$ cat config.mk
export PLATFORM = sky130hd
export DESIGN_NAME = delta_rle_frame_decoder_top_flat
export DESIGN_NICKNAME = d
export VERILOG_FILES = /design/src/rtl/drle_pkg.sv /design/src/rtl/drle_stream_if.sv /design/src/rtl/drle_front.sv /design/src/rtl/drle_queue.sv /design/src/rtl/drle_back.sv /design/src/rtl/delta_rle_frame_decoder_top.sv /design/src/flat_wrapper.sv
export VERILOG_INCLUDE_DIRS = /design/src /design/src/rtl
export SDC_FILE = /design/constraint.sdc
export NUM_CORES = 1
export LEC_CHECK = 0
export ABC_AREA = 0
export BUFFER_PORTS_ARGS = -buffer_cell sky130_fd_sc_hd__buf_2
export CORE_UTILIZATION = 35
export CTS_CLUSTER_SIZE = 30
export DETAILED_ROUTE_END_ITERATION = 7
export SYNTH_ARGS = -nofsm -noshare
export SYNTH_HDL_FRONTEND = slang
export SYNTH_HIERARCHICAL = 1
export SYNTH_SLANG_ARGS = --single-unit
$ cat constraint.sdc
create_clock -name clk -period 5.6 [get_ports clk]
set_input_delay 1.12 -clock clk [delete_from_list [all_inputs] [get_ports clk]]
set_output_delay 1.12 -clock clk [all_outputs]
set_load 0.02 [all_outputs]
$ cat src/rtl/delta_rle_frame_decoder_top_defines.svh
// Assertion macros shared by the delta RLE frame decoder RTL.
`ifndef DELTA_RLE_FRAME_DECODER_TOP_DEFINES_SVH
`define DELTA_RLE_FRAME_DECODER_TOP_DEFINES_SVH
`ifndef SYNTHESIS
// Condition that must hold at every clock edge out of reset.
`define DRLE_ASSERT(lbl, cond) \
  lbl: assert property (@(posedge clk) disable iff (!rst_n) (cond)) \
    else $error("drle check failed");
// Same-cycle implication.
`define DRLE_ASSERT_IMP(lbl, ante, cons) \
  lbl: assert property (@(posedge clk) disable iff (!rst_n) (ante) |-> (cons)) \
    else $error("drle check failed");
`else
`define DRLE_ASSERT(lbl, cond)
`define DRLE_ASSERT_IMP(lbl, ante, cons)
`endif
`endif

$ cat src/rtl/drle_pkg.sv
// Shared constants and types for the delta RLE frame decoder.
package drle_pkg;

  // Frame geometry
  localparam int FRAME_BYTES = 512;
  // Position runs 0..FRAME_BYTES (one past the last byte after a final write)
  localparam int POS_W = $clog2(FRAME_BYTES + 1);
  // Two-byte skip count and position + count sum
  localparam int CNT_W = 15;
  localparam int SUM_W = 16;

  // Word field widths
  localparam int CODE_W  = 8;
  localparam int KIND_W  = 2;
  localparam int INDEX_W = 9;
  localparam int VALUE_W = 8;

  // Blank-frame marker at frame start
  localparam logic [CODE_W-1:0] BLANK_CODE = 8'hFF;

  // Result kinds
  localparam logic [KIND_W-1:0] KIND_WRITE = 2'd0;
  localparam logic [KIND_W-1:0] KIND_END   = 2'd1;
  localparam logic [KIND_W-1:0] KIND_BLANK = 2'd2;

  // Result queue between parser and output stage
  localparam int QUEUE_DEPTH = 4;
  localparam int QPTR_W      = $clog2(QUEUE_DEPTH);
  localparam int QCNT_W      = $clog2(QUEUE_DEPTH + 1);

  typedef struct packed {
    logic [KIND_W-1:0]  kind;
    logic [INDEX_W-1:0] index;
    logic [VALUE_W-1:0] value;
  } res_t;

  typedef struct packed {
    logic valid;
    res_t res;
  } res_slot_t;

endpackage

$ cat src/rtl/drle_stream_if.sv
// Valid/ready channel interfaces for coded input and decoded result words.
interface drle_in_if;
  logic                       valid;
  logic                       ready;
  logic [drle_pkg::CODE_W-1:0] code_byte;

  modport source (output valid, output code_byte, input ready);
  modport sink   (input valid, input code_byte, output ready);
endinterface

interface drle_out_if;
  logic                         valid;
  logic                         ready;
  logic [drle_pkg::KIND_W-1:0]  result_kind;
  logic [drle_pkg::INDEX_W-1:0] write_index;
  logic [drle_pkg::VALUE_W-1:0] write_value;

  modport source (output valid, output result_kind, output write_index,
                  output write_value, input ready);
  modport sink   (input valid, input result_kind, input write_index,
                  input write_value, output ready);
endinterface

$ cat src/rtl/drle_front.sv
// Parser: accepts coded bytes, tracks frame position and classifies each word.
module drle_front (
  input  logic                clk,
  input  logic                rst_n,
  drle_in_if.sink             in_ch,
  input  logic                q_full,
  output drle_pkg::res_slot_t push
);

  // Parser phase codes; the unused code behaves as PH_COUNT
  localparam logic [1:0] PH_COUNT     = 2'd0;
  localparam logic [1:0] PH_COUNT_LOW = 2'd1;
  localparam logic [1:0] PH_DATA      = 2'd2;

  logic [1:0]                   phase_r, phase_nxt;
  logic [drle_pkg::POS_W-1:0]   pos_r, pos_nxt;
  logic [6:0]                   cnt_hi_r, cnt_hi_nxt;
  logic                         at_start_r, at_start_nxt;

  logic                         accept;
  logic [drle_pkg::CODE_W-1:0]  b;
  logic [drle_pkg::SUM_W-1:0]   pos_ext;
  logic [drle_pkg::CNT_W-1:0]   cnt;
  logic [drle_pkg::SUM_W-1:0]   target;
  logic                         ends;

  // Space in the queue is all the parser needs to take a word
  assign in_ch.ready = !q_full;
  assign accept      = in_ch.valid && in_ch.ready;
  assign b           = in_ch.code_byte;

  // Skip count: one byte, or high bits held from the first byte
  assign pos_ext = drle_pkg::SUM_W'(pos_r);
  assign cnt     = (phase_r == PH_COUNT_LOW) ? {cnt_hi_r, b}
                                             : drle_pkg::CNT_W'(b);
  assign target  = pos_ext + drle_pkg::SUM_W'(cnt);
  assign ends    = (target >= drle_pkg::SUM_W'(drle_pkg::FRAME_BYTES));

  // Next state and result word
  always_comb begin
    phase_nxt      = phase_r;
    pos_nxt        = pos_r;
    cnt_hi_nxt     = cnt_hi_r;
    at_start_nxt   = at_start_r;
    push.valid     = 1'b0;
    push.res.kind  = drle_pkg::KIND_WRITE;
    push.res.index = '0;
    push.res.value = '0;
    if (accept) begin
      case (phase_r)
        PH_DATA: begin
          push.valid     = 1'b1;
          push.res.index = pos_ext[drle_pkg::INDEX_W-1:0];
          push.res.value = b;
          pos_nxt        = pos_r + drle_pkg::POS_W'(1);
          phase_nxt      = PH_COUNT;
        end
        PH_COUNT_LOW: begin
          cnt_hi_nxt = '0;
          if (ends) begin
            push.valid    = 1'b1;
            push.res.kind = drle_pkg::KIND_END;
            phase_nxt     = PH_COUNT;
            pos_nxt       = '0;
            at_start_nxt  = 1'b1;
          end else begin
            pos_nxt      = target[drle_pkg::POS_W-1:0];
            phase_nxt    = PH_DATA;
            at_start_nxt = 1'b0;
          end
        end
        default: begin
          if (at_start_r && (b == drle_pkg::BLANK_CODE)) begin
            // blank frame: stay at frame start
            push.valid    = 1'b1;
            push.res.kind = drle_pkg::KIND_BLANK;
            phase_nxt     = PH_COUNT;
            pos_nxt       = '0;
            cnt_hi_nxt    = '0;
            at_start_nxt  = 1'b1;
          end else if (b[7]) begin
            // first byte of a two-byte count
            cnt_hi_nxt   = b[6:0];
            phase_nxt    = PH_COUNT_LOW;
            at_start_nxt = 1'b0;
          end else if (ends) begin
            push.valid    = 1'b1;
            push.res.kind = drle_pkg::KIND_END;
            phase_nxt     = PH_COUNT;
            pos_nxt       = '0;
            cnt_hi_nxt    = '0;
            at_start_nxt  = 1'b1;
          end else begin
            pos_nxt      = target[drle_pkg::POS_W-1:0];
            phase_nxt    = PH_DATA;
            at_start_nxt = 1'b0;
          end
        end
      endcase
    end
  end

  // State registers
  always_ff @(posedge clk) begin
    if (!rst_n) begin
      phase_r    <= PH_COUNT;
      pos_r      <= '0;
      cnt_hi_r   <= '0;
      at_start_r <= 1'b1;
    end else begin
      phase_r    <= phase_nxt;
      pos_r      <= pos_nxt;
      cnt_hi_r   <= cnt_hi_nxt;
      at_start_r <= at_start_nxt;
    end
  end

endmodule

$ cat src/rtl/drle_queue.sv
// Short result queue between the parser and the output stage.
module drle_queue (
  input  logic                clk,
  input  logic                rst_n,
  input  drle_pkg::res_slot_t push,
  input  logic                pop,
  output logic                full,
  output drle_pkg::res_slot_t head
);

  drle_pkg::res_t                 mem_r [drle_pkg::QUEUE_DEPTH];
  logic [drle_pkg::QPTR_W-1:0]    wr_ptr_r, wr_ptr_nxt;
  logic [drle_pkg::QPTR_W-1:0]    rd_ptr_r, rd_ptr_nxt;
  logic [drle_pkg::QCNT_W-1:0]    count_r, count_nxt;

  assign full       = (count_r == drle_pkg::QCNT_W'(drle_pkg::QUEUE_DEPTH));
  assign head.valid = (count_r != '0);
  assign head.res   = mem_r[rd_ptr_r];

  // Pointer and fill count update
  always_comb begin
    wr_ptr_nxt = push.valid ? wr_ptr_r + drle_pkg::QPTR_W'(1) : wr_ptr_r;
    rd_ptr_nxt = pop ? rd_ptr_r + drle_pkg::QPTR_W'(1) : rd_ptr_r;
    count_nxt  = count_r;
    if (push.valid && !pop) begin
      count_nxt = count_r + drle_pkg::QCNT_W'(1);
    end else if (pop && !push.valid) begin
      count_nxt = count_r - drle_pkg::QCNT_W'(1);
    end
  end

  always_ff @(posedge clk) begin
    if (!rst_n) begin
      wr_ptr_r <= '0;
      rd_ptr_r <= '0;
      count_r  <= '0;
    end else begin
      wr_ptr_r <= wr_ptr_nxt;
      rd_ptr_r <= rd_ptr_nxt;
      count_r  <= count_nxt;
    end
  end

  // Entry storage
  always_ff @(posedge clk) begin
    if (push.valid) begin
      mem_r[wr_ptr_r] <= push.res;
    end
  end

endmodule

$ cat src/rtl/drle_back.sv
// Output stage: drains the result queue into the registered result channel.
module drle_back (
  input  logic                clk,
  input  logic                rst_n,
  input  drle_pkg::res_slot_t head,
  output logic                pop,
  drle_out_if.source          out_ch
);

  logic           out_valid_r, out_valid_nxt;
  drle_pkg::res_t out_res_r;

  // Load when the register is empty or its word leaves this cycle
  assign pop = head.valid && (!out_valid_r || out_ch.ready);

  always_comb begin
    out_valid_nxt = out_valid_r;
    if (pop) begin
      out_valid_nxt = 1'b1;
    end else if (out_ch.ready) begin
      out_valid_nxt = 1'b0;
    end
  end

  always_ff @(posedge clk) begin
    if (!rst_n) begin
      out_valid_r <= 1'b0;
    end else begin
      out_valid_r <= out_valid_nxt;
    end
  end

  always_ff @(posedge clk) begin
    if (pop) begin
      out_res_r <= head.res;
    end
  end

  assign out_ch.valid       = out_valid_r;
  assign out_ch.result_kind = out_res_r.kind;
  assign out_ch.write_index = out_res_r.index;
  assign out_ch.write_value = out_res_r.value;

endmodule

$ cat src/rtl/delta_rle_frame_decoder_top.sv
// Delta RLE frame decoder: coded bytes in, byte writes and frame markers out.
// Throughput: one coded byte per cycle while the queue has room; the parser state
// updates in one add and compare. Result words pass the queue, then the output register.
// A four-word queue lets input continue while the output is stalled.
// Reset (synchronous, rst_n low): parser at frame start, position 0, queue and output empty.
`include "delta_rle_frame_decoder_top_defines.svh"
module delta_rle_frame_decoder_top (
  input  logic       clk,
  input  logic       rst_n,
  drle_in_if.sink    in_ch,
  drle_out_if.source out_ch
);

  drle_pkg::res_slot_t q_push;
  drle_pkg::res_slot_t q_head;
  logic                q_full;
  logic                q_pop;
  logic                out_is_write;
  logic                out_is_marker;
  logic                out_in_frame;
  logic                out_fields_zero;

  // Byte parser
  drle_front u_front (
    .clk    (clk),
    .rst_n  (rst_n),
    .in_ch  (in_ch),
    .q_full (q_full),
    .push   (q_push)
  );

  // Result queue
  drle_queue u_queue (
    .clk   (clk),
    .rst_n (rst_n),
    .push  (q_push),
    .pop   (q_pop),
    .full  (q_full),
    .head  (q_head)
  );

  // Output register
  drle_back u_back (
    .clk    (clk),
    .rst_n  (rst_n),
    .head   (q_head),
    .pop    (q_pop),
    .out_ch (out_ch)
  );

  // Output word classification for the checks
  assign out_is_write    = out_ch.valid && (out_ch.result_kind == drle_pkg::KIND_WRITE);
  assign out_is_marker   = out_ch.valid && (out_ch.result_kind != drle_pkg::KIND_WRITE);
  assign out_in_frame    = (32'(out_ch.write_index) < drle_pkg::FRAME_BYTES);
  assign out_fields_zero = (out_ch.write_index == '0) && (out_ch.write_value == '0);

  // Checks
  `DRLE_ASSERT_IMP(a_no_push_when_full, q_push.valid, !q_full)
  `DRLE_ASSERT_IMP(a_pop_needs_entry, q_pop, q_head.valid)
  `DRLE_ASSERT_IMP(a_write_in_frame, out_is_write, out_in_frame)
  `DRLE_ASSERT_IMP(a_marker_fields_zero, out_is_marker, out_fields_zero)

endmodule

$ cat src/flat_wrapper.sv
// flat-port wrapper written by rule: the top's interface ports become plain ports
module delta_rle_frame_decoder_top_flat 
  (clk, rst_n, in_ch_valid, in_ch_code_byte, in_ch_ready, out_ch_valid, out_ch_result_kind, out_ch_write_index, out_ch_write_value, out_ch_ready);
  drle_in_if in_ch_i ();
  drle_out_if out_ch_i ();
  input  logic clk;
  input  logic rst_n;
  input wire logic [$bits(in_ch_i.valid)-1:0] in_ch_valid;
  input wire logic [$bits(in_ch_i.code_byte)-1:0] in_ch_code_byte;
  output wire logic [$bits(in_ch_i.ready)-1:0] in_ch_ready;
  output wire logic [$bits(out_ch_i.valid)-1:0] out_ch_valid;
  output wire logic [$bits(out_ch_i.result_kind)-1:0] out_ch_result_kind;
  output wire logic [$bits(out_ch_i.write_index)-1:0] out_ch_write_index;
  output wire logic [$bits(out_ch_i.write_value)-1:0] out_ch_write_value;
  input wire logic [$bits(out_ch_i.ready)-1:0] out_ch_ready;
  assign in_ch_i.valid = in_ch_valid;
  assign in_ch_i.code_byte = in_ch_code_byte;
  assign in_ch_ready = in_ch_i.ready;
  assign out_ch_valid = out_ch_i.valid;
  assign out_ch_result_kind = out_ch_i.result_kind;
  assign out_ch_write_index = out_ch_i.write_index;
  assign out_ch_write_value = out_ch_i.write_value;
  assign out_ch_i.ready = out_ch_ready;
  delta_rle_frame_decoder_top u_core (.clk(clk), .rst_n(rst_n), .in_ch(in_ch_i), .out_ch(out_ch_i));
endmodule
==> results.py <==
metrics = {
    "outcome": {
        "status": "complete, no violations",
    },
    "power_and_ir_drop": {
        "combPwrFrac_pct": 24.9,
        "p_sw_share_pct": 30.02,
        "peakVddDrop_mv": 0.2184,
        "leakagePower_nw": 2.495,
        "powerDensity_nw_per_um2": 429.0,
        "p_clk_share_pct": 32.7,
        "seqPwrFrac_pct": 42.4,
        "internal_power_mw": 2.058,
        "p_switching_mw": 0.8830,
    },
    "cts": {
        "path_clk_slew_ps": 50,
        "clock_sink_count": 125,
        "cts_resized": 0,
        "numCtsBuffers": 17,
        "clockBufferDepth": 2,
        "h-tree-depth": 4,
        "cts_root_buf": "clkbuf_16",
        "holdBufCountCts": 0,
        "post-cts-setup-buffers": 0,
        "cts_tree": "built",
        "clk_latency_ps": 410,
    },
    "floorplanning": {
        "core_region_area_um2": 16520,
        "die_h_um": 132.1,
        "ios": 33,
        "start_util_pct": 35.83,
        "rows": 47,
        "fp.dieArea_um2": 17440,
        "die_w_um": 132.1,
    },
    "route": {
        "wl_um": 12180,
        "dr.pass1.iters": 4,
        "drt_iter0_drc": 230,
        "wl_per_cell_um": 17.04,
        "vias_per_cell": 5.331,
        "ant_nets": 0,
        "drc": 0,
        "vias": 3812,
    },
    "worst_setup_path": {
        "start_kind": "primary input",
        "path_class": "in2reg",
        "startpoint": "in_ch_code_byte[0]",
        "reg2reg_depth": 17,
        "r2r-start": "u_core/u_front/phase_r[1]$_SDFFE_PN0P_",
        "endpoint_kind": "flip-flop",
        "cp_max_fo": 7,
        "regToRegEndpoint": "u_core/u_queue/count_r[2]$_SDFFE_PN0P_",
        "crit_arrival_ps": 4980,
        "cpPeakStageDelay_ps": 470,
        "critical_path.cell_chain": "buf_2 -> ha_1 -> inv_1 -> fa_1 -> nor2b_1 -> o211ai_2 -> a211oi_1 -> nor4b_1 -> a31oi_2 -> o32ai_1 -> a21oi_1 -> ha_1 -> inv_1 -> fa_1 -> xor2_1 -> or3_1 -> a21boi_0",
        "critPathSlowestCell": "a21oi_1",
        "r2r_setup_slack_ps": 1100,
        "required_ps": 5940,
    },
    "layout": {
        "fillCellCount": 1536,
        "layout-drive-gt1-share_pct": 17.37,
        "final_util_pct": 41.49,
        "n_antenna_cell": 0,
        "final_cell_area_um2": 6855,
        "syn2layout_area_growth_pct": 15.79,
        "nNetsFinal": 515,
    },
    "logic_synthesis": {
        "syn_avg_cell_area_um2": 13.43,
        "yosysUniqueCellTypes": 61,
        "synth-seq-cells": 125,
        "synthTopCellsByArea": "edfxtp_1 48%, dfxtp_1 10%, mux4_1 4.0%, ha_1 3.8%, mux4_2 3.8%",
        "synth_area_um2": 5921,
        "syn_inst": 441,
        "yosysWarnings": 6,
        "ys.flop_type": "edfxtp_1",
        "ys_async_sr_fraction_pct": 0,
        "synth_top_area_share_pct": 48.18,
        "yosysTopAreaCell": "edfxtp_1",
        "seq_area_frac_synth_pct": 58.33,
        "synth_edf_count": 95,
        "syn_nets": 473,
    },
    "timing": {
        "finalHoldViolations": 0,
        "setup_tns_ps": 0,
        "final-max-slew-violation-count": 0,
        "finalCritPeriodShare_pct": 82.84,
        "max_freq_ghz": 0.2155,
        "grt_setup_unrepaired": "false",
        "fin_hold_ws_ps": 512.8,
        "skew_ps": 14.13,
        "slew_headroom_pct": 38.15,
        "worst_slack_ps": 960.7,
        "finalSetupViolations": 0,
        "period_minus_slack_ps": 4639,
        "tightest_slew_ps": 924.4,
    },
    "global_route": {
        "grt.total_usage_pct": 14.86,
        "overflow": 0,
        "first_global_vias": 3827,
        "grt_max_degree": 31,
        "antenna_found_initial": 0,
        "grt_pass1_wl_um": 19770,
    },
    "min_path": {
        "min_path_cells": 2,
        "hp-class": "reg2reg",
        "hold_start": "u_core/u_queue/count_r[2]$_SDFFE_PN0P_",
        "hold_path_end": "u_core/u_queue/count_r[2]$_SDFFE_PN0P_",
    },
    "flow_run": {
        "drv_cap": 0,
    },
    "placed_design": {
        "placedInstanceArea_um2": 6325,
        "gp_congestion": 0.9048,
        "post-dp-hpwl_um": 8373,
        "dp_slack_ps": 608.8,
        "numPortBuffers": 32,
    },
}
==> metrics by stage <==
step | power (mW) | instances
final | 2.941 | 715
after global routing | 3.091 | 715
after CTS | 2.982 | 715
after detailed placement | 2.009 | 684
after global placement | 1.992 | 684
after floorplan | 1.802 | 441
==> cell type report <==
cell class | instances | area [µm²] | share of cell area (%)
clock buffers | 17 | 425.4 | 6.206
clock inverters | 14 | 105.1 | 1.533
inverters | 17 | 63.81 | 0.9308
multi-input cells | 283 | 2320 | 33.84
flip-flops and latches | 125 | 3453 | 50.37
well taps | 220 | 275.3 | 4.015
repair buffers | 39 | 212.7 | 3.103
==> layout by cell type, fill, tap and decap left out, types with 4 or more instances in the layout <==
cell type,n
xnor2_1,4
mux4_2,10
nor2_1,18
mux4_1,9
inv_1,17
nor2b_1,8
a21oi_1,23
nand2_1,12
clkbuf_16,17
and2_1,13
buf_2,32
o21a_1,13
nand3_1,11
buf_4,7
a21boi_1,5
a21o_1,11
or3_1,6
clkinv_2,4
a211oi_1,5
ha_1,18
clkinv_1,4
and4_1,7
dfxtp_1,30
xor2_1,10
nand2b_1,6
o21ai_1,4
and3_1,23
o21ai_0,12
edfxtp_1,95
nor3_1,6
==> worst max-delay path, delay by kind of cell <==
family                   cells  cell delay [ps]
AO/OA/AOI/OAI                6             1580
XOR/XNOR                     1              150
adder cells (fa/ha/maj)      4             1190
buffers and inverters        3              240
AND/OR/NAND/NOR              3              680
==> kinds of logic after synthesis <==
family                   synth area share (%)
buffers and inverters                   2.536
flip-flops                              58.33
AO/OA/AOI/OAI                           12.24
AND/OR/NAND/NOR                         12.21
adder cells (fa/ha/maj)                 4.480
XOR/XNOR                                2.071
multiplexers                            8.136
==> power by group through the flow <==
stage / sequential [mW] / clock, mW / combinational [mW]
3_3_place_gp: 1.26 / 0 / 0.728
6_report: 1.25 / 0.961 / 0.733
5_1_grt: 1.26 / 1.02 / 0.803
3_5_place_dp: 1.27 / 0 / 0.740
2_1_floorplan: 1.33 / 0 / 0.469
4_1_cts: 1.25 / 0.988 / 0.743
==> Yosys cell counts, types with 4 or more instances <==
| master | instances |
|---|---|
| a211oi_1 | 5 |
| a21boi_1 | 5 |
| a21o_1 | 11 |
| a21oi_1 | 23 |
| and2_1 | 13 |
| and3_1 | 23 |
| and4_1 | 7 |
| clkbuf_1 | 11 |
| dfxtp_1 | 30 |
| edfxtp_1 | 95 |
| ha_1 | 18 |
| inv_1 | 17 |
| mux4_1 | 9 |
| mux4_2 | 10 |
| nand2_1 | 12 |
| nand2b_1 | 6 |
| nand3_1 | 11 |
| nor2_1 | 18 |
| nor2b_1 | 9 |
| nor3_1 | 6 |
| o21a_1 | 13 |
| o21ai_0 | 12 |
| o21ai_1 | 4 |
| or3_1 | 6 |
| xnor2_1 | 4 |
| xor2_1 | 10 |
==> routing by layer <==
layer  global-route usage [%]  up-vias  wire, µm
met5                        0        -         0
met4                    8.010        0       256
met3                    3.268       21       532
met2                    24.16      118      5868
met1                    18.50     1857      5525
li1                         -     1816         -
==> sequential cells by signal, indices dropped and copies added (netlist names), 3 cells and up, named ones only <==
| register | cells |
|---|---|
| u_core/u_queue/mem_r | 76 |
| u_core/u_back/out_ch.write_index | 9 |
| u_core/u_front/pos_r | 10 |
| u_core/u_queue/count_r | 3 |
| u_core/u_front/cnt_hi_r | 7 |
| u_core/u_back/out_ch.write_value | 8 |
==> worst max-delay path by stage <==
| stage | endpoint | slack [ps] | cells after the start |
|---|---|---|---|
| finish | u_core/u_queue/count_r[2]$_SDFFE_PN0P_ | 960 | 17 |
| global route | u_core/u_queue/count_r[2]$_SDFFE_PN0P_ | 660 | 17 |
| CTS | u_core/u_queue/count_r[2]$_SDFFE_PN0P_ | 1020 | 17 |
| detailed placement | u_core/u_queue/count_r[2]$_SDFFE_PN0P_ | 610 | 17 |
| global placement | u_core/u_queue/count_r[2]$_SDFFE_PN0P_ | 690 | 17 |
| floorplan | u_core/u_queue/count_r[2]$_SDFFE_PN0P_ | 1120 | 16 |
(Power assumes the default switching activity.)
